--- src/hw/rtl/qtea_pkg.sv ---
`timescale 1ns / 1ps
package qtea_pkg;

    localparam int SW = 36;
    localparam int RW = 30;
    localparam int XW = 38;
    localparam int ZW = 35;
    localparam int SQRT_CELLS = 29;
    localparam int VW = 2 * SQRT_CELLS;
    localparam int QW = SQRT_CELLS;
    localparam int REMW = QW + 4;
    localparam int TABLE_LEN = 24;

    localparam logic signed [ZW-1:0] PI_Q30 = 35'sd3373259426;
    localparam logic signed [ZW-1:0] HALF_PI_Q30 = 35'sd1686629713;
    localparam logic signed [RW-1:0] ONE_Q28 = 30'sd268435456;

    typedef logic signed [ZW-1:0] ang_t;
    typedef logic signed [ZW:0] angr_t;
    typedef logic signed [XW-1:0] coord_t;

    typedef struct packed {
        logic signed [SW-1:0] sinp;
        logic signed [SW-1:0] cosp;
        logic signed [SW-1:0] siny;
        logic signed [SW-1:0] cosy;
        logic signed [RW-1:0] sinr;
        logic                 clamped;
    } trig_t;

    typedef struct packed {
        trig_t             t;
        logic [VW-1:0]     v;
        logic [REMW-1:0]   rem;
        logic [QW-1:0]     q;
    } sq_t;

    typedef struct packed {
        coord_t x;
        coord_t y;
        ang_t   z;
        logic   zero;
    } vec_t;

    typedef struct packed {
        vec_t pv;
        vec_t yv;
        vec_t rv;
        logic clamped;
    } rot_t;

    function automatic ang_t atan_q30(input int k);
        ang_t a;
        case (k)
            0:  a = 35'sh3243F6A8;
            1:  a = 35'sh1DAC6705;
            2:  a = 35'sh0FADBAFC;
            3:  a = 35'sh07F56EA6;
            4:  a = 35'sh03FEAB76;
            5:  a = 35'sh01FFD55B;
            6:  a = 35'sh00FFFAAA;
            7:  a = 35'sh007FFF55;
            8:  a = 35'sh003FFFEA;
            9:  a = 35'sh001FFFFD;
            10: a = 35'sh000FFFFF;
            11: a = 35'sh0007FFFF;
            12: a = 35'sh0003FFFF;
            13: a = 35'sh0001FFFF;
            14: a = 35'sh0000FFFF;
            15: a = 35'sh00007FFF;
            16: a = 35'sh00003FFF;
            17: a = 35'sh00001FFF;
            18: a = 35'sh00000FFF;
            19: a = 35'sh000007FF;
            20: a = 35'sh000003FF;
            21: a = 35'sh000001FF;
            22: a = 35'sh000000FF;
            23: a = 35'sh0000007F;
            default: a = '0;
        endcase
        return a;
    endfunction

    // turn a left-half-plane vector into the right half plane
    function automatic vec_t prerot(input coord_t y, input coord_t x);
        vec_t v;
        v.zero = (x == '0) && (y == '0);
        if (x < 0) begin
            if (y >= 0) begin
                v.x = y;
                v.y = -x;
                v.z = HALF_PI_Q30;
            end
            else begin
                v.x = -y;
                v.y = x;
                v.z = -HALF_PI_Q30;
            end
        end
        else begin
            v.x = x;
            v.y = y;
            v.z = '0;
        end
        return v;
    endfunction

endpackage

--- src/hw/rtl/qtea_prerot.sv ---
`timescale 1ns / 1ps
module qtea_prerot (
    input  logic           clk,
    input  logic           rst_n,
    input  logic           in_valid,
    output logic           in_ready,
    input  qtea_pkg::sq_t  in_data,
    output logic           out_valid,
    input  logic           out_ready,
    output qtea_pkg::rot_t out_data
);

    qtea_pkg::rot_t d_reg, d_next;
    logic           v_reg;

    assign in_ready  = !v_reg || out_ready;
    assign out_valid = v_reg;
    assign out_data  = d_reg;

    always_comb
    begin
        d_next.pv = qtea_pkg::prerot(qtea_pkg::XW'(in_data.t.sinp),
                                     qtea_pkg::XW'(in_data.t.cosp));
        d_next.yv = qtea_pkg::prerot(qtea_pkg::XW'(in_data.t.siny),
                                     qtea_pkg::XW'(in_data.t.cosy));
        d_next.rv = qtea_pkg::prerot(qtea_pkg::XW'(in_data.t.sinr),
                                     qtea_pkg::coord_t'({1'b0, in_data.q}));
        d_next.clamped = in_data.t.clamped;
    end

    always_ff @(posedge clk or negedge rst_n)
    begin
        if (!rst_n)
            v_reg <= 1'b0;
        else if (in_ready)
            v_reg <= in_valid;
    end

    always_ff @(posedge clk)
    begin
        if (in_ready && in_valid) d_reg <= d_next;
    end

endmodule

--- config.mk ---
export PLATFORM = sky130hd
export DESIGN_NAME = qtea_prerot
export DESIGN_NICKNAME = d
export VERILOG_FILES = /design/src/hw/rtl/qtea_pkg.sv /design/src/hw/rtl/qtea_prerot.sv
export SDC_FILE = /design/constraint.sdc
export NUM_CORES = 1
export LEC_CHECK = 0
export ABC_AREA = 1
export BUFFER_PORTS_ARGS = -buffer_cell sky130_fd_sc_hd__clkbuf_2
export CAP_MARGIN = 5
export CORE_AREA = 4 4 244 246
export CTS_BUF_LIST = sky130_fd_sc_hd__clkbuf_2 sky130_fd_sc_hd__clkbuf_4 sky130_fd_sc_hd__clkbuf_8
export DETAILED_ROUTE_END_ITERATION = 7
export DIE_AREA = 0 0 248 250
export SLEW_MARGIN = 20
export SYNTH_ARGS = -nofsm -noshare
export SYNTH_HDL_FRONTEND = slang
export SYNTH_SLANG_ARGS = --single-unit
--- constraint.sdc ---
create_clock -name clk -period 14.8 [get_ports clk]
set_input_delay 1.48 -clock clk [delete_from_list [all_inputs] [get_ports clk]]
set_output_delay 1.48 -clock clk [all_outputs]
set_load 0.005 [all_outputs]
==> impl_results.md <==
* Post-synthesis sequential area ratio at 48.7%
* Max VDD drop at 62.3 uV
* Total power at 1.69 mW
* Initial antenna violation count at 0
* CTS H-tree depth at 2
* Hold Path Class: flip-flop to flip-flop
* Area grow syn2layout at 25.3%
* Worst-Skew Late Latency at 0.59 ns
* Critical path cell sequence: clkbuf_2, inv_1, a21oi_4, buf_4, buf_4
* Total routed wirelength at 52200 um
* CTS tree: yes
* Element type at the critical path end: flip-flop
* Critical path type: primary input to flip-flop
* First DRT Iteration DRCs at 877
* Number of clock sinks at 222
* Max cap viols at 0
* CP bufs+invs at 4
* Netlist cell types at 42
* Fin. Hold Viols at 0
* Die Footprint at 62000 um2
* Yosys reg bits at 222
* Synth async-reset ratio at 0.450%
* Synth Area per Inst at 8.36 um2
* WP data arrival at 3.80 ns
* Placement Rows at 88
* CP max stage cell: buf_4
* CTS resizes at 0
* RSZ-0062 raised after global routing: no
* Vias at 12.5k
* Pin count of the biggest net entering global routing at 77
* DRC viols at 0
* Crit-path max FO at 72
* Min Tclk post-route at 3.59 ns
* Post-Syn Instances at 1636
* Share of layout cells above drive strength 1 at 31.7%
* Crit path required time at 15.01 ns
* Clock skew at 0.0159 ns
* Hold Crit Start: out_valid
* Initial core utilization at 23.9%
* Reg-to-reg slack, setup at 11.80 ns
* GR Overflow Total at 0
* Reg2reg end: out_data[306]
* Routability cong. at 0.921
* Status: finished, final reports clean
* Netlist Area Pre-Place at 13700 um2
* Vias in the first global route at 12.0k
* Die Width at 248 um
* Path depth of the worst reg2reg path at 3
* Commonest cells after routing, fill and taps aside: clkbuf_2 (502), nand2_1 (454), edfxtp_1 (221)
* Clk buf depth at 3
* Total track usage at 15.9%
* Cell family with most CP delay: buffers and inverters
* First-pass GRT wire length at 74100 um
* Lkg Pwr at 7.65 nW
* F_max at 279 MHz
* DR pass1 iterations at 5
* P per Cell Area at 98.4 nW/um2
* Most common cell after layout, fill and taps aside: clkbuf_2
* CP startpoint kind: primary input
* Detail Route Antenna Nets at 0
* Fin crit share at 24.3%
* Hold Path Depth at 2
* Drt via density at 4.37
* Worst Max-Slew Pin Slew at 0.967 ns
* CORE AREA at 57400 um2
* Number of nets in the layout at 2374
* Post-DP HPWL at 41900 um
* CTS clk-pin slew, worst paths at 0.05 ns
* Yosys warning count at 0
* Average wire per cell in the routed design at 18.2 um
* Hold EP: out_valid
* Post-CTS setup buffers at 0
* Hold_buf cts at 0
* Ant diodes at 0
* Post-synth EDFFs at 221
* TritonCTS buffer count at 44
* Post-synth top flop: edfxtp_1
* Clock Tree Root: clkbuf_8
* Crit-path most repeated cell: buf_4
* Max-slew violation count at 0
* Total negative slack at 0 ns
* WHS at 0.577 ns
* Port Buffers at 502
* Boundary Pins at 638
* Rel. slew slack at 35.5%
* Reg-to-Reg Start: out_valid
* Slowest Stage Delay on Critical Path at 0.85 ns
* Die Span Y at 250 um
* Final setup violation count at 0
-- worst reg2reg max path, cell delays in order, from the launching register on --
cell and delay (ns):
dfrtp_1 0.41, a21oi_4 0.50, buf_4 0.76, buf_4 0.86
-- metrics by stage --
stage | worst slack [ns] | cells | cell area [um2] | utilization (%)
after global routing | 11.03 | 2870 | 17100 | 29.9
final | 11.21 | 2870 | 17100 | 29.9
after floorplan | 1.80 | 1683 | 13900 | -
after CTS | 11.19 | 2870 | 17100 | 29.9
after global placement | 10.54 | 2790 | 16200 | 28.3
after detailed placement | 10.54 | 2790 | 16200 | 28.3
-- worst max path at each step --
stage | startpoint | end | slack [ns] | cells after the start
floorplan | in_valid | out_data[0] | 1.80 | 2
global placement | out_ready | out_data[268] | 10.54 | 5
detailed placement | out_ready | out_data[268] | 10.54 | 5
CTS | out_ready | out_data[186] | 11.19 | 5
global route | out_ready | out_data[152] | 11.03 | 5
finish | out_ready | out_data[306] | 11.21 | 5
-- power breakdown --
part / switching [mW] / internal (mW) / leakage [nW]
Combinational: 0.186 / 0.0963 / 5.06
Sequential: 0.0143 / 0.745 / 2.13
Clock: 0.296 / 0.350 / 0.458
Total: 0.496 / 1.19 / 7.65
-- Yosys cell counts, types with 19 or more instances --
cell / n / share of area (%)
buf_4: 119 / 6.5
o21ai_0: 108 / 4.0
inv_1: 109 / 3.0
edfxtp_1: 221 / 49
nand4_1: 24 / 1.1
clkbuf_1: 22 / 0.60
nor2_1: 159 / 4.4
buf_2: 19 / 0.69
nor2_2: 30 / 1.4
xor2_1: 35 / 2.2
nand3_1: 175 / 6.4
nand2_1: 454 / 12
o21ai_1: 19 / 0.69
-- registers in the layout, summed over array words and instances (netlist names) --
signal,flops
out_data,221
out_valid,1
-- cells by family after synthesis --
group                    synth area share, %
flip-flops                              48.7
other                                 0.0274
adder cells (fa/ha/maj)                0.366
AND/OR/NAND/NOR                         29.7
buffers and inverters                   11.7
AO/OA/AOI/OAI                           6.43
XOR/XNOR                                3.07
-- routing by layer --
| layer | share of wire [%] | track usage, % | wire length (um) |
|---|---|---|---|
| met4 | 4.1 | 6.48 | 2130 |
| met5 | 0 | 0 | 0 |
| met2 | 48 | 27.1 | 25100 |
| met1 | 39 | 19.0 | 20500 |
| met3 | 8.4 | 4.09 | 4380 |
-- area by class of cell --
class / instances / area [um2]
Clock buffer: 49 / 643
Clock inverter: 31 / 250
Tap cell: 765 / 957
Fill cell: 6227 / 40200
Timing Repair Buffer: 510 / 2570
Multi-Input combinational cell: 1174 / 5600
Inverter: 119 / 452
Sequential cell: 222 / 6660
Power figures use the tool's default switching activity.
