`src/hw/rtl/qtea_pkg.sv`:
```
`timescale 1ns / 1ps
package qtea_pkg;

    localparam int SW = 36;
    localparam int RW = 30;
    localparam int XW = 38;
    localparam int ZW = 35;
    localparam int SQRT_CELLS = 29;
    localparam int VW = 2 * SQRT_CELLS;
    localparam int QW = SQRT_CELLS;
    localparam int REMW = QW + 4;
    localparam int TABLE_LEN = 24;

    localparam logic signed [ZW-1:0] PI_Q30 = 35'sd3373259426;
    localparam logic signed [ZW-1:0] HALF_PI_Q30 = 35'sd1686629713;
    localparam logic signed [RW-1:0] ONE_Q28 = 30'sd268435456;

    typedef logic signed [ZW-1:0] ang_t;
    typedef logic signed [ZW:0] angr_t;
    typedef logic signed [XW-1:0] coord_t;

    typedef struct packed {
        logic signed [SW-1:0] sinp;
        logic signed [SW-1:0] cosp;
        logic signed [SW-1:0] siny;
        logic signed [SW-1:0] cosy;
        logic signed [RW-1:0] sinr;
        logic                 clamped;
    } trig_t;

    typedef struct packed {
        trig_t             t;
        logic [VW-1:0]     v;
        logic [REMW-1:0]   rem;
        logic [QW-1:0]     q;
    } sq_t;

    typedef struct packed {
        coord_t x;
        coord_t y;
        ang_t   z;
        logic   zero;
    } vec_t;

    typedef struct packed {
        vec_t pv;
        vec_t yv;
        vec_t rv;
        logic clamped;
    } rot_t;

    function automatic ang_t atan_q30(input int k);
        ang_t a;
        case (k)
            0:  a = 35'sh3243F6A8;
            1:  a = 35'sh1DAC6705;
            2:  a = 35'sh0FADBAFC;
            3:  a = 35'sh07F56EA6;
            4:  a = 35'sh03FEAB76;
            5:  a = 35'sh01FFD55B;
            6:  a = 35'sh00FFFAAA;
            7:  a = 35'sh007FFF55;
            8:  a = 35'sh003FFFEA;
            9:  a = 35'sh001FFFFD;
            10: a = 35'sh000FFFFF;
            11: a = 35'sh0007FFFF;
            12: a = 35'sh0003FFFF;
            13: a = 35'sh0001FFFF;
            14: a = 35'sh0000FFFF;
            15: a = 35'sh00007FFF;
            16: a = 35'sh00003FFF;
            17: a = 35'sh00001FFF;
            18: a = 35'sh00000FFF;
            19: a = 35'sh000007FF;
            20: a = 35'sh000003FF;
            21: a = 35'sh000001FF;
            22: a = 35'sh000000FF;
            23: a = 35'sh0000007F;
            default: a = '0;
        endcase
        return a;
    endfunction

    // turn a left-half-plane vector into the right half plane
    function automatic vec_t prerot(input coord_t y, input coord_t x);
        vec_t v;
        v.zero = (x == '0) && (y == '0);
        if (x < 0) begin
            if (y >= 0) begin
                v.x = y;
                v.y = -x;
                v.z = HALF_PI_Q30;
            end
            else begin
                v.x = -y;
                v.y = x;
                v.z = -HALF_PI_Q30;
            end
        end
        else begin
            v.x = x;
            v.y = y;
            v.z = '0;
        end
        return v;
    endfunction

endpackage

```
`src/hw/rtl/qtea_finish.sv`:
```
`timescale 1ns / 1ps
module qtea_finish #(
    parameter int ANGLE_FRAC_BITS = 13
) (
    input  logic               clk,
    input  logic               rst_n,
    input  logic               in_valid,
    output logic               in_ready,
    input  qtea_pkg::rot_t     in_data,
    output logic               out_valid,
    input  logic               out_ready,
    output logic signed [15:0] pitch,
    output logic signed [14:0] roll,
    output logic signed [15:0] yaw,
    output logic               clamped
);

    localparam int RSH = 30 - ANGLE_FRAC_BITS;
    localparam qtea_pkg::angr_t RND = qtea_pkg::angr_t'(64'd1 << (RSH - 1));

    logic               v_reg;
    logic signed [15:0] pitch_reg, yaw_reg;
    logic signed [14:0] roll_reg;
    logic               clamped_reg;
    qtea_pkg::ang_t     zp, zy, zr;
    qtea_pkg::angr_t    rp, ry, rr;

    function automatic qtea_pkg::ang_t sat(input qtea_pkg::vec_t v, input qtea_pkg::ang_t lim);
        qtea_pkg::ang_t z;
        z = v.zero ? '0 : v.z;
        if (z > lim) z = lim;
        if (z < -lim) z = -lim;
        return z;
    endfunction

    assign in_ready  = !v_reg || out_ready;
    assign out_valid = v_reg;
    assign pitch     = pitch_reg;
    assign roll      = roll_reg;
    assign yaw       = yaw_reg;
    assign clamped   = clamped_reg;

    always_comb
    begin
        zp = sat(in_data.pv, qtea_pkg::PI_Q30);
        zy = sat(in_data.yv, qtea_pkg::PI_Q30);
        zr = sat(in_data.rv, qtea_pkg::HALF_PI_Q30);
        rp = (qtea_pkg::angr_t'(zp) + RND) >>> RSH;
        ry = (qtea_pkg::angr_t'(zy) + RND) >>> RSH;
        rr = (qtea_pkg::angr_t'(zr) + RND) >>> RSH;
    end

    always_ff @(posedge clk or negedge rst_n)
    begin
        if (!rst_n)
            v_reg <= 1'b0;
        else if (in_ready)
            v_reg <= in_valid;
    end

    always_ff @(posedge clk)
    begin
        if (in_ready && in_valid)
        begin
            pitch_reg   <= rp[15:0];
            roll_reg    <= rr[14:0];
            yaw_reg     <= ry[15:0];
            clamped_reg <= in_data.clamped;
        end
    end

endmodule

```
`config.mk`:
```
export PLATFORM = sky130hd
export DESIGN_NAME = qtea_finish
export DESIGN_NICKNAME = d
export VERILOG_FILES = /design/src/hw/rtl/qtea_pkg.sv /design/src/hw/rtl/qtea_finish.sv
export SDC_FILE = /design/constraint.sdc
export NUM_CORES = 1
export LEC_CHECK = 0
export BUFFER_PORTS_ARGS = -buffer_cell sky130_fd_sc_hd__buf_2
export CAP_MARGIN = 10
export CORE_AREA = 2 2 153 155
export CTS_BUF_LIST = sky130_fd_sc_hd__clkbuf_16
export CTS_CLUSTER_DIAMETER = 100
export DETAILED_ROUTE_END_ITERATION = 7
export DIE_AREA = 0 0 155 157
export PLACE_DENSITY = 0.46
export SLEW_MARGIN = 40
export SYNTH_ARGS = -nofsm -noshare
export SYNTH_HDL_FRONTEND = slang
export SYNTH_SLANG_ARGS = --single-unit
export TNS_END_PERCENT = 30
```
`constraint.sdc`:
```
create_clock -name clk -period 2.55 [get_ports clk]
set_clock_uncertainty 0.05 [all_clocks]
set_input_delay 0.1275 -clock clk [delete_from_list [all_inputs] [get_ports clk]]
set_output_delay 0.1275 -clock clk [all_outputs]
set_load 0.01 [all_outputs]
```
==> out/qor.csv <==
stage;metric;value;unit
drt;length of routed met3 wiring;1.09;mm
timing;Fmax;0.366;GHz
power_and_ir_drop;Cell Pwr Density;393;nW/um2
global_route;Total GRT Usage;12.8;%
floorplanning;io pins;391;
critical_path;Worst Path Class, Setup;in2reg;
floorplanning;# rows;55;
drt;via count;4443;
synthesis;FFs w/ async S/R, synth;2.04;%
layout;final instance area;6490;um2
global_route;global-route wire length before repair;24.1;mm
drt;Via density;4.37;
drt;met1 WL;7.30;mm
synthesis;Synth Cell Area;3750;um2
cts;H-tree Lvls;2;
synthesis;Yosys Warn Count;0;
synthesis;synthesized flop and latch total;49;
drt;WL met2;7.32;mm
global_route;remaining global-route overflow;0;
timing;RSZ-0062 raised after global routing;yes;
placement;buffers added on ports;162;
drt;top routing layer used;met4;
power_and_ir_drop;Leak;2.74;nW
layout;Filler cells;2394;
drt;Remaining DRCs;0;
synthesis;Syn Area/Cell;8.97;um2
critical_path;crit end category;flop;
cts;clk_lat worst skew;0.30;ns
status;status;finished, violations left;
critical_path;Critical Path Fanout Max;5;
floorplanning;CORE AREA;22500;um2
timing;Slew @ Worst Pin;0.400;ns
cts;Clock Tree Buf Depth;2;
power_and_ir_drop;Worst VDD drop;270;uV
floorplanning;Die Wd;155;um
hold_path;worst hold path type;in2async;
timing;Final setup violation count;14;
layout;share of cells above drive strength 1;51.2;%
synthesis;Post-Synthesis Net Count;762;
synthesis;predominant post-synthesis flop cell;edfxtp_1;
global_route;vias in the first global route;4532;
layout;Antenna diodes;0;
floorplanning;Die H;157;um
critical_path;CP arrival;2.73;ns
synthesis;synthesized instance count;418;
floorplanning;die area;24300;um2
critical_path;Worst EP required;2.55;ns
cts;CTS root buf;clkbuf_16;
timing;fin. max-slew vios;0;
cts;clock slew at reported path FFs;0.07;ns
drt;final wirelength;15.9;mm
layout;Area Overhead vs Synth;73.0;%
drt;count of TritonRoute iterations in the first routing pass;4;
drt;Starting DRT DRC Count;205;
drt;WL/cell;15.6;um
critical_path;startpoint types;primary input;
cts;CTS Buf Count;5;
timing;Tcrit/Tclk final;107;%
placement;HPWL Detailed;12.9;mm
floorplanning;initial core utilization;16.7;%
placement;RePlAce Congestion;0.832;
placement;pre-CTS setup slack;-0.569;ns
placement;Area after DPL;6030;um2
status;failing checks;setup timing;
run;Max Cap Viol;0;
global_route;largest net degree at the start of global routing;49;
synthesis;register area share after synthesis;39.1;%
cts;TritonCTS clock tree;built;
timing;Slew HR;73.0;%
timing;final worst slack;-0.181;ns
synthesis;Unique masters post-synth;66;
cts;CTS Sinks;49;
drt;post-route antenna net violation count;0;
synthesis;Post-synth EDFFs;48;
timing;Final min period;2.73;ns
timing;Final Hold Vio Count;0;
layout;post-layout net count;1075;
global_route;initial antenna violation count;0;
-- Yosys cell counts (11+ instances only) --
cell | instances | share of area (%)
xnor2_1 | 20 | 4.7
nand3_1 | 27 | 3.6
nor3_1 | 15 | 2.0
o21a_1 | 17 | 3.4
edfxtp_1 | 48 | 38
nand4_1 | 11 | 1.8
xor2_1 | 16 | 3.7
inv_1 | 12 | 1.2
a21oi_1 | 14 | 1.9
o21ai_0 | 31 | 4.1
nand2_1 | 27 | 2.7
nor2_1 | 47 | 4.7
-- worst paths after layout --
path / end / cells past startpoint / from / slack [ns]
worst min register to register: out_valid / 2 / out_valid / 0.51
worst min-delay path: out_valid / 2 / rst_n / 0.09
worst max register to register: yaw[12] / 3 / out_valid / 1.21
worst max-delay path: pitch[13] / 16 / in_data[225] / -0.18
max in group asynchronous: out_valid / 2 / rst_n / 2.28
min in group clk: out_valid / 3 / out_ready / 0.09
-- final cells by class --
| class | instances | area (um2) | share of cell area, % |
|---|---|---|---|
| inverters | 12 | 45.0 | 0.694 |
| repair buffers | 316 | 2020 | 31.1 |
| clock buffers | 5 | 125 | 1.93 |
| flip-flops and latches | 49 | 1470 | 22.6 |
| multi-input cells | 347 | 2440 | 37.6 |
| clock inverters | 3 | 37.5 | 0.579 |
| well taps | 285 | 357 | 5.50 |
-- cells by family (layout without fill, tap and decap cells) --
| kind of cell | count (synthesis) | after routing | share of synthesized area (%) |
|---|---|---|---|
| compound gates | 106 | 106 | 19.1 |
| xor+xnor | 36 | 36 | 8.41 |
| fa+ha+maj | 3 | 3 | 1.00 |
| buf+inv | 22 | 336 | 2.54 |
| flops | 49 | 49 | 39.1 |
| mux | 3 | 3 | 0.834 |
| simple gates | 199 | 199 | 29.0 |
-- what timing repair did --
item,in CTS,in global routing
endpoints found under the hold margin,3,0
gates cloned,0,0
hold buffers,3,0
pin swaps,23,12
setup endpoints to repair,17,20
gates resized for setup,25,21
buffers inserted,8,2
-- critical path, stage by stage --
cell and delay [ns]:
buf_2 0.14, and3b_1 0.25, nand3_2 0.10, or4_4 0.44, a311oi_4 0.25, o21bai_4 0.10, buf_4 0.14, a21oi_2 0.12
ha_2 0.19, nand3_2 0.07, nor3_2 0.13, and4_1 0.22, and3_4 0.19, xnor2_1 0.11, o21a_1 0.12, nor2_1 0.03
-- layout by cell type (no fill, tap or decap), drive strengths merged, types with 7 or more instances in the layout --
master  netlist  layout
buf           3     313
edfxtp       48      48
nor2         47      47
o21ai        35      35
nand2        27      27
nand3        27      27
xnor2        20      20
o21a         18      18
xor2         16      16
a21oi        15      15
nor3         15      15
inv          12      13
nand4        11      11
nor2b        10      10
nor4          9       9
nand2b        8       8
a211oi        7       7
and3          7       7
-- power by group --
part	internal [W]	total (W)	switching, W
clock	0.000457	0.000764	0.000307
combinational	0.000391	0.000796	0.000406
sequential	0.000969	0.000989	0.0000206
-- metal layers --
layer | up-vias | track usage, %
li1 | 2221 | -
met1 | 2087 | 16.6
met2 | 124 | 21.1
met3 | 11 | 3.99
met4 | 0 | 2.65
met5 | - | 0
-- stage by stage --
stage	TNS (ns)	util, %	total power, W	instances	hold WS [ns]
finish	-0.962	28.8	0.00255	1017	0.0878
global route	-3.74	28.8	0.00270	1017	0.0738
CTS	-0.538	28.3	0.00258	1015	0.0721
detailed placement	-8.31	26.8	0.00176	996	-0.143
global placement	-7.99	26.8	0.00177	996	-0.148
floorplan	-2.53	-	0.00129	418	-0.218
No activity file was read; power rests on OpenSTA's default activity.
