==> config.mk <==
export PLATFORM = sky130hd
export DESIGN_NAME = qtea_sqrt_cell
export DESIGN_NICKNAME = d
export VERILOG_FILES = /design/src/hw/rtl/qtea_pkg.sv /design/src/hw/rtl/qtea_sqrt_cell.sv
export SDC_FILE = /design/constraint.sdc
export NUM_CORES = 1
export LEC_CHECK = 0
export BUFFER_PORTS_ARGS = -buffer_cell sky130_fd_sc_hd__buf_2
export CORE_AREA = 2 2 229 231
export DETAILED_ROUTE_END_ITERATION = 10
export DIE_AREA = 0 0 231 233
export GPL_ROUTABILITY_DRIVEN = 1
export SLEW_MARGIN = 20
export SYNTH_ARGS = -nofsm -noshare
export SYNTH_HDL_FRONTEND = slang
export SYNTH_SLANG_ARGS = --single-unit
==> constraint.sdc <==
create_clock -name clk -period 8.57 [get_ports clk]
set_input_delay 0 -clock clk [delete_from_list [all_inputs] [get_ports clk]]
set_output_delay 0 -clock clk [all_outputs]
set_load 0.005 [all_outputs]
==> src/hw/rtl/qtea_pkg.sv <==
`timescale 1ns / 1ps
package qtea_pkg;

    localparam int SW = 36;
    localparam int RW = 30;
    localparam int XW = 38;
    localparam int ZW = 35;
    localparam int SQRT_CELLS = 29;
    localparam int VW = 2 * SQRT_CELLS;
    localparam int QW = SQRT_CELLS;
    localparam int REMW = QW + 4;
    localparam int TABLE_LEN = 24;

    localparam logic signed [ZW-1:0] PI_Q30 = 35'sd3373259426;
    localparam logic signed [ZW-1:0] HALF_PI_Q30 = 35'sd1686629713;
    localparam logic signed [RW-1:0] ONE_Q28 = 30'sd268435456;

    typedef logic signed [ZW-1:0] ang_t;
    typedef logic signed [ZW:0] angr_t;
    typedef logic signed [XW-1:0] coord_t;

    typedef struct packed {
        logic signed [SW-1:0] sinp;
        logic signed [SW-1:0] cosp;
        logic signed [SW-1:0] siny;
        logic signed [SW-1:0] cosy;
        logic signed [RW-1:0] sinr;
        logic                 clamped;
    } trig_t;

    typedef struct packed {
        trig_t             t;
        logic [VW-1:0]     v;
        logic [REMW-1:0]   rem;
        logic [QW-1:0]     q;
    } sq_t;

    typedef struct packed {
        coord_t x;
        coord_t y;
        ang_t   z;
        logic   zero;
    } vec_t;

    typedef struct packed {
        vec_t pv;
        vec_t yv;
        vec_t rv;
        logic clamped;
    } rot_t;

    function automatic ang_t atan_q30(input int k);
        ang_t a;
        case (k)
            0:  a = 35'sh3243F6A8;
            1:  a = 35'sh1DAC6705;
            2:  a = 35'sh0FADBAFC;
            3:  a = 35'sh07F56EA6;
            4:  a = 35'sh03FEAB76;
            5:  a = 35'sh01FFD55B;
            6:  a = 35'sh00FFFAAA;
            7:  a = 35'sh007FFF55;
            8:  a = 35'sh003FFFEA;
            9:  a = 35'sh001FFFFD;
            10: a = 35'sh000FFFFF;
            11: a = 35'sh0007FFFF;
            12: a = 35'sh0003FFFF;
            13: a = 35'sh0001FFFF;
            14: a = 35'sh0000FFFF;
            15: a = 35'sh00007FFF;
            16: a = 35'sh00003FFF;
            17: a = 35'sh00001FFF;
            18: a = 35'sh00000FFF;
            19: a = 35'sh000007FF;
            20: a = 35'sh000003FF;
            21: a = 35'sh000001FF;
            22: a = 35'sh000000FF;
            23: a = 35'sh0000007F;
            default: a = '0;
        endcase
        return a;
    endfunction

    // turn a left-half-plane vector into the right half plane
    function automatic vec_t prerot(input coord_t y, input coord_t x);
        vec_t v;
        v.zero = (x == '0) && (y == '0);
        if (x < 0) begin
            if (y >= 0) begin
                v.x = y;
                v.y = -x;
                v.z = HALF_PI_Q30;
            end
            else begin
                v.x = -y;
                v.y = x;
                v.z = -HALF_PI_Q30;
            end
        end
        else begin
            v.x = x;
            v.y = y;
            v.z = '0;
        end
        return v;
    endfunction

endpackage

==> src/hw/rtl/qtea_sqrt_cell.sv <==
`timescale 1ns / 1ps
module qtea_sqrt_cell (
    input  logic           clk,
    input  logic           rst_n,
    input  logic           in_valid,
    output logic           in_ready,
    input  qtea_pkg::sq_t  in_data,
    output logic           out_valid,
    input  logic           out_ready,
    output qtea_pkg::sq_t  out_data
);

    qtea_pkg::sq_t d_reg, d_next;
    logic          v_reg;
    logic [qtea_pkg::REMW-1:0] r2, trial;

    assign in_ready  = !v_reg || out_ready;
    assign out_valid = v_reg;
    assign out_data  = d_reg;

    // one root bit: bring down two radicand bits, try (2q << 1) | 1
    always_comb
    begin
        r2    = {in_data.rem[qtea_pkg::REMW-3:0], in_data.v[qtea_pkg::VW-1 -: 2]};
        trial = qtea_pkg::REMW'({in_data.q, 2'b01});
        d_next   = in_data;
        d_next.v = in_data.v << 2;
        if (r2 >= trial)
        begin
            d_next.rem = r2 - trial;
            d_next.q   = {in_data.q[qtea_pkg::QW-2:0], 1'b1};
        end
        else
        begin
            d_next.rem = r2;
            d_next.q   = {in_data.q[qtea_pkg::QW-2:0], 1'b0};
        end
    end

    always_ff @(posedge clk or negedge rst_n)
    begin
        if (!rst_n)
            v_reg <= 1'b0;
        else if (in_ready)
            v_reg <= in_valid;
    end

    always_ff @(posedge clk)
    begin
        if (in_ready && in_valid) d_reg <= d_next;
    end

endmodule

==> impl_metrics.yaml, run 1 <==
outcome:
  status: "complete, no violations"
finish:
  nFillCells: 4969
  post-route-cell-area_um2: 19200
  multi_input_area_um2: 2160
  drive_gt1_frac: 0.419
  final_nets: 1910
  area_growth_pct: 70.5
  seq_area_um2: 8820
  instances_no_fill: 2299
power:
  p_per_area_nw_per_um2: 202
  power.leakage_nw: 8.02
  p_sw_frac: 0.248
  combPwrFrac: 0.145
  clkPwrFrac: 0.412
  internal_power_w: 0.00292
  p_sw_w: 0.000962
  p_seq_frac: 0.443
  peakVddDrop_uv: 116
yosys:
  ys_async_sr_fraction: 0.00340
  synth_compound_area_frac: 0.0753
  synth_edf_count: 293
  synth_fa_ha_area_frac: 0.0344
  yosysWarnings: 0
  synthFlopType: "edfxtp_1"
  synth.distinct_cells: 53
  avgSynthCellArea_um2: 16.8
  synthXorXnorAreaFrac: 0.0226
  synth_simple_gate_area_share: 0.0500
  synth_seq_cells: 294
  synth_top_family_by_area: "compound AO/OA/AOI/OAI gates"
  syn_area_um2: 11300
  yosysSeqAreaShare: 0.783
  muxShareOfSynthArea: 0.00889
  synthCells: 671
routing:
  drt_iter0_drc: 523
  ant_nets: 0
  drt-pass1-iter-count: 5
  wl_mm: 50.4
  vias_per_cell: 4.13
  wl_per_cell_um: 21.9
  vias: 9492
  drc: 0
sta:
  skew_ns: 0.0115
  final-max-slew-violation-count: 0
  maxSlewHeadroom: 0.286
  finalHoldViolations: 0
  hold_ws_ns: 0.171
  fmax_mhz: 276
  worstMarginPinSlew_ns: 1.07
  finalCriticalPeriod_ns: 3.62
  finalSetupViolCount: 0
  period_share: 0.422
  fin_setup_tns_ns: 0
  rsz0062_at_grt: "no"
floorplan:
  start_util: 0.220
  io_pins: 596
  core-area_um2: 51100
  rows: 83
  die-area_um2: 53800
  die_y_um: 233
  die_w_um: 231
clock_tree:
  clk_latency_ns: 0.54
  cts_buffers: 37
  cts_max_path_buffers: 3
  clk_pin_slew_ns: 0.06
  cts_tree: "built"
  cts.sinks: 294
  post_cts_buffers: 0
  cts-root-buf: "clkbuf_16"
  cts_max_level: 2
worst_setup_path:
  critPathLaunchType: "input pin"
  worstSetupStartpoint: "in_data[3]"
  endpoint: "out_data[54]"
  r2r_setup_slack_ns: 5.91
  critPathKind: "in -> reg"
  cp_max_fo: 37
  cp_data_arrival_time_ns: 3.90
  r2r-end: "out_data[72]"
  r2r_cells: 3
  r2r_start: "out_valid"
  cp.required_ns: 8.85
  cp-end-kind: "flop"
grt:
  grt_max_degree: 149
  grt_pass1_wl_mm: 68.0
  track_usage: 0.178
  grt_pass1_vias: 9729
  antenna_found_initial: 14
  grt_overflow_total: 0
placement:
  io_buffers: 591
  dp_cells: 1925
  dpl_cell_area_um2: 15000
  hpwl_mm: 37.5
  routabilityCongestion: 0.854
job:
  drv_cap: 0
worst_hold_path:
  hp-class: "in -> reg"
-- registers in the layout, indices dropped and copies added, names as in the netlist --
register	count
out_data	293
out_valid	1
-- worst max-delay path, cell delays in order --
cell and delay (ns):
dlygate4sd3_1 0.68, buf_2 0.17, inv_1 0.04, ha_1 0.37, o21ai_0 0.15, a21oi_1 0.25, a21oi_1 0.18, nand4_1 0.22
a31oi_4 0.16, o31ai_4 0.75, buf_4 0.54, mux2_4 0.34
-- per-stage QoR --
stage                     utilization  power (W)  setup slack (ns)
after floorplan                     -    0.00197             0.702
after global placement          0.293    0.00219              5.06
after detailed placement        0.293    0.00219              5.04
after CTS                       0.375    0.00394              4.99
after global routing            0.376    0.00404              4.68
final                           0.376    0.00388              4.95
-- synth_stat cells (all sizes together), types with 2 or more instances --
| cell | count | area share |
|---|---|---|
| a211oi | 5 | 0.0042 |
| a21o | 5 | 0.0033 |
| a21oi | 58 | 0.027 |
| a31oi | 4 | 0.0049 |
| a41oi | 2 | 0.0022 |
| and2 | 4 | 0.0022 |
| and3 | 2 | 0.0011 |
| and4 | 2 | 0.0016 |
| buf | 14 | 0.0083 |
| clkbuf | 7 | 0.0023 |
| edfxtp | 293 | 0.78 |
| ha | 31 | 0.034 |
| inv | 43 | 0.014 |
| mux2 | 6 | 0.0080 |
| nand2 | 29 | 0.0097 |
| nand2b | 3 | 0.0017 |
| nand3 | 9 | 0.0040 |
| nand4 | 12 | 0.0067 |
| nor2 | 42 | 0.014 |
| nor2b | 3 | 0.0017 |
| nor3 | 6 | 0.0027 |
| nor3b | 2 | 0.0013 |
| o211ai | 6 | 0.0044 |
| o21a | 4 | 0.0027 |
| o21ai | 26 | 0.012 |
| o21bai | 5 | 0.0033 |
| o221ai | 2 | 0.0021 |
| o31ai | 3 | 0.0049 |
| or3 | 2 | 0.0011 |
| xnor2 | 21 | 0.016 |
| xor2 | 8 | 0.0062 |
-- placed cells by master, fill, tap and decap left out, types with 5 or more instances in the layout --
cell type      netlist  routed
buf_2                9     591
dlygate4sd3_1        0     296
edfxtp_1           293     293
a21oi_1             55      55
inv_1               43      43
nor2_1              42      42
clkbuf_16            0      37
ha_1                31      31
nand2_1             29      29
o21ai_0             23      23
xnor2_1             21      21
nand4_1             12      12
diode_2              0      11
nand3_1              9       9
xor2_1               8       8
clkinvlp_4           0       8
nor3_1               6       6
mux2_4               6       6
a21o_1               5       5
o211ai_1             5       5
o21bai_1             5       5
bufinv_16            0       5
clkinv_1             0       5
-- worst min-delay path by stage --
stage	from	endpoint	slack, ns	depth (start not counted)
detailed placement	rst_n	out_valid	-0.22	1
floorplan	rst_n	out_valid	-0.30	0
CTS	in_data[242]	out_data[242]	0.12	2
global route	in_data[109]	out_data[111]	0.14	2
global placement	rst_n	out_valid	-0.22	1
finish	in_data[223]	out_data[223]	0.17	2
-- routing by layer --
| metal | routed length [um] | GRT usage | part of all wire |
|---|---|---|---|
| met1 | 18300 | 0.192 | 0.36 |
| met2 | 25900 | 0.316 | 0.51 |
| met3 | 3470 | 0.0499 | 0.069 |
| met5 | 55 | 0 | 0.0011 |
| met4 | 2670 | 0.0964 | 0.053 |
-- cell families after synthesis --
group                    Yosys count
flip-flops                       294
AO/OA/AOI/OAI                    126
AND/OR/NAND/NOR                  119
buffers and inverters             64
adder cells (fa/ha/maj)           31
XOR/XNOR                          29
multiplexers                       7
other                              1
-- power by group through the flow --
stage	combinational [W]	clock, W	sequential (W)
after floorplan	0.000188	0	0.00178
after global placement	0.000443	0	0.00175
after detailed placement	0.000446	0	0.00175
after CTS	0.000568	0.00165	0.00172
after global routing	0.000607	0.00171	0.00173
final	0.000561	0.00160	0.00172
-- area by class of cell --
cell class              count  share of cell area
repair buffers            890               0.310
well taps                 680              0.0443
inverters                  43             0.00840
flip-flops and latches    294               0.459
clock inverters            26              0.0148
multi-input cells         314               0.113
diodes                     11             0.00143
clock buffers              41              0.0490
-- what timing repair did --
action,4_1_cts,5_1_grt
resized for setup,0,0
hold buffers,296,0
endpoints found under the hold margin,294,0
Power figures use the tool's default switching activity.
==> inputs of run 2 (changes only) <==
==> constraint.sdc (replaced) <==
create_clock -name clk -period 3.7 [get_ports clk]
set_input_delay 0 -clock clk [delete_from_list [all_inputs] [get_ports clk]]
set_output_delay 0 -clock clk [all_outputs]
set_load 0.005 [all_outputs]
==> impl_metrics.yaml, run 2 (synthesis gave the netlist of run 1 again) <==
finish:
  area_growth_pct: 71.3
  layout_commonest_cell: "buf_2"
  final_nets: 1914
  largest_register_ffs: 293
  drive_gt1_frac: 0.418
  mostFrequentLayoutCells: "buf_2 (591), dlygate4sd3_1 (296), edfxtp_1 (293)"
worst_setup_path:
  r2r_setup_slack_ns: 1.74
  cp_max_fo: 39
  critPathLaunchType: "input pin"
  r2r_start: "out_valid"
  r2r_cells: 3
  critPathKind: "in -> reg"
  r2r-end: "out_data[61]"
  cp.required_ns: 3.99
  cp-end-kind: "flop"
  cp_data_arrival_time_ns: 3.14
sta:
  skew_ns: 0.00845
  worstMarginPinSlew_ns: 0.643
  fmax_mhz: 351
  period_share: 0.770
  finalHoldViolations: 0
  finalCriticalPeriod_ns: 2.85
  finalSetupViolCount: 0
  maxSlewHeadroom: 0.571
  final-max-slew-violation-count: 0
  post-route-worst-setup-slack_ns: 0.849
  fin_setup_tns_ns: 0
  rsz0062_at_grt: "no"
clock_tree:
  cts_max_level: 2
  clk_pin_slew_ns: 0.06
  cts_tree: "built"
  cts-root-buf: "clkbuf_16"
  cts_buffers: 37
  cts.sinks: 294
  clk_latency_ns: 0.55
  cts_max_path_buffers: 3
  postCtsResizedCells: 0
grt:
  grt_pass1_vias: 9877
  antenna_found_initial: 18
  grt_max_degree: 77
  track_usage: 0.175
  grt_pass1_wl_mm: 67.4
  grt_overflow_total: 0
placement:
  io_buffers: 591
  hpwl_mm: 36.7
  routabilityCongestion: 0.863
  dp_slack_ns: 0.847
floorplan:
  start_util: 0.220
  die-area_um2: 53800
  rows: 83
  die_w_um: 231
  core-area_um2: 51100
  die_y_um: 233
  io_pins: 596
outcome:
  status: "complete, no violations"
worst_hold_path:
  hold_path.startpoint: "in_data[232]"
  worstHoldEndpoint: "out_data[232]"
  min_path_cells: 2
  hp-class: "in -> reg"
routing:
  drt_iter0_drc: 501
  wl_mm: 49.3
  drt-pass1-iter-count: 5
  drc: 0
  vias_per_cell: 4.13
  ant_nets: 0
  vias: 9504
  wl_per_cell_um: 21.4
power:
  p_per_area_nw_per_um2: 468
  peakVddDrop_uv: 252
  power.leakage_nw: 8.07
job:
  drv_cap: 0
## run 2: cell count changes in the layout (fill, tap and decap cells not counted)
cell        change
buf_4           +2
clkinv_1        +4
clkbuf_16       +1
inv_6           -3
clkinvlp_4      -5
clkinv_4        +3
clkinv_2        -3
inv_16          +1
buf_12          +2
diode_2         +1
clkinv_8        +1
## run 2: layer usage
metal	wire, um	share of wire	up-vias	track usage
li1	-	-	4383	-
met1	17800	0.36	4593	0.184
met2	25500	0.52	415	0.317
met3	3460	0.070	103	0.0485
met4	2470	0.050	10	0.0927
met5	66	0.0013	-	0
## run 2: through the flow
step           cell area [um2]  std cells  hold WS (ns)  total power, W  utilization
2_1_floorplan            11300        672        -0.296         0.00453            -
3_3_place_gp             15000       1929        -0.224         0.00508        0.294
3_5_place_dp             15000       1929        -0.223         0.00509        0.294
4_1_cts                  19300       2291         0.109         0.00915        0.377
5_1_grt                  19300       2298         0.127         0.00939        0.377
6_report                 19300       2303         0.159         0.00903        0.378
## run 2: timing repair
action	in CTS	in global routing
setup buffers	0	0
hold buffers	296	0
endpoints found under the hold margin	294	0
## run 2: area by class of cell
class | count | area (um2)
Clock inverter | 24 | 283
Timing Repair Buffer | 894 | 6010
Inverter | 43 | 161
Fill cell | 4994 | 31800
Clock buffer | 42 | 966
Antenna cell | 12 | 30.0
Tap cell | 680 | 851
Multi-Input combinational cell | 314 | 2160
Sequential cell | 294 | 8820
## run 2: how the worst max path moves through the flow
stage               startpoint            to  slack, ns  cells after the start
global route        in_data[2]  out_data[45]       0.54                     12
detailed placement  in_data[2]  out_data[45]       0.85                     11
floorplan            out_valid   out_data[0]       0.68                      2
finish              in_data[2]  out_data[45]       0.85                     12
CTS                 in_data[2]  out_data[45]       0.80                     12
global placement    in_data[2]  out_data[45]       0.86                     11
## run 2: critical path, stage by stage
cell	delay (ns)
dlygate4sd3_1	0.57
buf_2	0.13
inv_1	0.04
ha_1	0.36
a21oi_1	0.28
o211ai_2	0.20
a21oi_1	0.28
nand4_1	0.23
a31oi_4	0.32
o31ai_4	0.09
buf_4	0.28
mux2_4	0.34
## run 2: power breakdown
| part | total [W] | switching [W] | leakage [nW] | internal (W) |
|---|---|---|---|---|
| combinational | 0.00130 | 0.000663 | 4.68 | 0.000639 |
| clock | 0.00374 | 0.00149 | 0.595 | 0.00224 |
| sequential | 0.00399 | 0.0000568 | 2.80 | 0.00393 |
==> inputs of run 3 (changes only) <==
--- a/config.mk
+++ b/config.mk
@@ -6,9 +6,9 @@
 export NUM_CORES = 1
 export LEC_CHECK = 0
 export BUFFER_PORTS_ARGS = -buffer_cell sky130_fd_sc_hd__buf_2
-export CORE_AREA = 2 2 229 231
+export CORE_AREA = 2 2 233 235
 export DETAILED_ROUTE_END_ITERATION = 10
-export DIE_AREA = 0 0 231 233
+export DIE_AREA = 0 0 235 237
 export GPL_ROUTABILITY_DRIVEN = 1
 export SLEW_MARGIN = 20
 export SYNTH_ARGS = -nofsm -noshare
==> constraint.sdc (replaced) <==
create_clock -name clk -period 2.3 [get_ports clk]
set_input_delay 0 -clock clk [delete_from_list [all_inputs] [get_ports clk]]
set_output_delay 0 -clock clk [all_outputs]
set_load 0.005 [all_outputs]
==> impl_metrics.yaml, run 3 (synthesis gave the netlist of run 1 again) <==
sta:
  fmax_mhz: 439
  fin_setup_tns_ns: 0
  period_share: 0.990
  finalSetupViolCount: 0
  hold_ws_ns: 0.105
  skew_ns: 0.0128
  final-max-slew-violation-count: 0
  finalHoldViolations: 0
  finalCriticalPeriod_ns: 2.28
routing:
  vias_per_cell: 4.17
  drt-pass1-iter-count: 4
  vias: 9980
  drc: 0
  wl_per_cell_um: 21.2
  dr.max_layer_used: "met5"
  wl_met1_mm: 18.4
  ant_nets: 0
  drt_iter0_drc: 545
  route.met2.wl_mm: 25.5
  wl_mm: 50.9
  met3_length_mm: 3.49
grt:
  grt_max_degree: 79
  grt_pass1_vias: 10400
  track_usage: 0.173
  antenna_found_initial: 16
  grt_pass1_wl_mm: 70.2
  grt_overflow_total: 0
worst_setup_path:
  cp_data_arrival_time_ns: 2.56
  cp.required_ns: 2.58
  cp-end-kind: "flop"
  critPathLaunchType: "input pin"
  critPathKind: "in -> reg"
  cp_max_fo: 5
clock_tree:
  clk_pin_slew_ns: 0.06
  cts_max_level: 2
  cts_max_path_buffers: 3
  cts.sinks: 294
  clk_latency_ns: 0.53
  cts_tree: "built"
  cts_buffers: 35
  cts-root-buf: "clkbuf_16"
placement:
  hpwl_mm: 37.7
  dp_cells: 2027
  io_buffers: 591
  routabilityCongestion: 0.860
floorplan:
  io_pins: 596
  die-area_um2: 55700
  rows: 85
  die_w_um: 235
  core-area_um2: 53300
  die_y_um: 237
  start_util: 0.211
finish:
  multi_input_area_um2: 2340
  nFillCells: 5073
  area_growth_pct: 79.6
  mostFrequentLayoutCells: "buf_2 (585), dlygate4sd3_1 (296), edfxtp_1 (293)"
  layout_commonest_cell: "buf_2"
  largest_register_ffs: 293
  drive_gt1_frac: 0.471
  instances_no_fill: 2394
  fin_util: 0.380
  seq_area_um2: 8820
  final_nets: 1998
worst_hold_path:
  hp-class: "in -> reg"
power:
  p_per_area_nw_per_um2: 732
  power.leakage_nw: 8.56
  peakVddDrop_uv: 452
job:
  drv_cap: 0
outcome:
  status: "complete, no violations"
==> run 3: changes by cell type in the layout (fill, tap and decap cells not counted), moves of 7 or more <==
cell / change
a21oi_1: -8
a21oi_2: +7
buf_4: +81
diode_2: -7
ha_1: -7
==> run 3: per-layer routing <==
metal | track usage | vias to the layer above
li1 | - | 4541
met1 | 0.186 | 4823
met2 | 0.301 | 469
met3 | 0.0509 | 129
met4 | 0.106 | 18
met5 | 0 | -
==> run 3: metrics by stage <==
step / total power (W) / area [um2] / worst slack (ns)
floorplan: 0.00728 / 11300 / -0.715
global placement: 0.00838 / 15700 / -0.143
detailed placement: 0.00840 / 15700 / -0.230
CTS: 0.0149 / 19900 / 0.0113
global route: 0.0154 / 20200 / -0.0345
finish: 0.0148 / 20200 / 0.0228
==> run 3: layout make-up <==
| class | instances | share of cell area |
|---|---|---|
| well taps | 696 | 0.0431 |
| repair buffers | 980 | 0.335 |
| inverters | 43 | 0.00798 |
| diodes | 5 | 0.000619 |
| multi-input cells | 314 | 0.116 |
| clock buffers | 38 | 0.0449 |
| flip-flops and latches | 294 | 0.436 |
| clock inverters | 24 | 0.0163 |
==> run 3: worst max-delay path, cell delays in order <==
cell and delay [ns]:
dlygate4sd3_1 0.54, buf_2 0.15, ha_4 0.27, a21o_1 0.18, a31oi_4 0.06, o21a_1 0.13, a41oi_2 0.24, a31oi_4 0.13
o31ai_4 0.25, buf_6 0.15, clkbuf_16 0.16, mux2_4 0.29
==> run 3: power by group <==
part | total (W) | switching (W) | internal, W
logic | 0.00239 | 0.00115 | 0.00123
registers | 0.00642 | 0.0000965 | 0.00632
clock network | 0.00601 | 0.00234 | 0.00367
total | 0.0148 | 0.00359 | 0.0112
==> run 3: path summary, 6_finish.rpt <==
check / start / to / slack (ns) / depth (start not counted)
setup / recovery: in_data[47] / out_data[54] / 0.02 / 12
hold / removal: in_data[33] / out_data[35] / 0.11 / 5
setup reg to reg: out_valid / out_data[12] / 0.49 / 4
hold reg to reg: out_valid / out_data[67] / 0.94 / 2
max in group asynchronous: rst_n / out_valid / 1.88 / 3
min in group asynchronous: rst_n / out_valid / 0.31 / 3
==> run 3: what timing repair did <==
item                                    in CTS  in global routing
endpoints found under the setup margin       0                 31
hold buffers                               296                  2
resized for setup                            0                 45
hold endpoints to repair                   294                  2
setup buffers                                0                  6
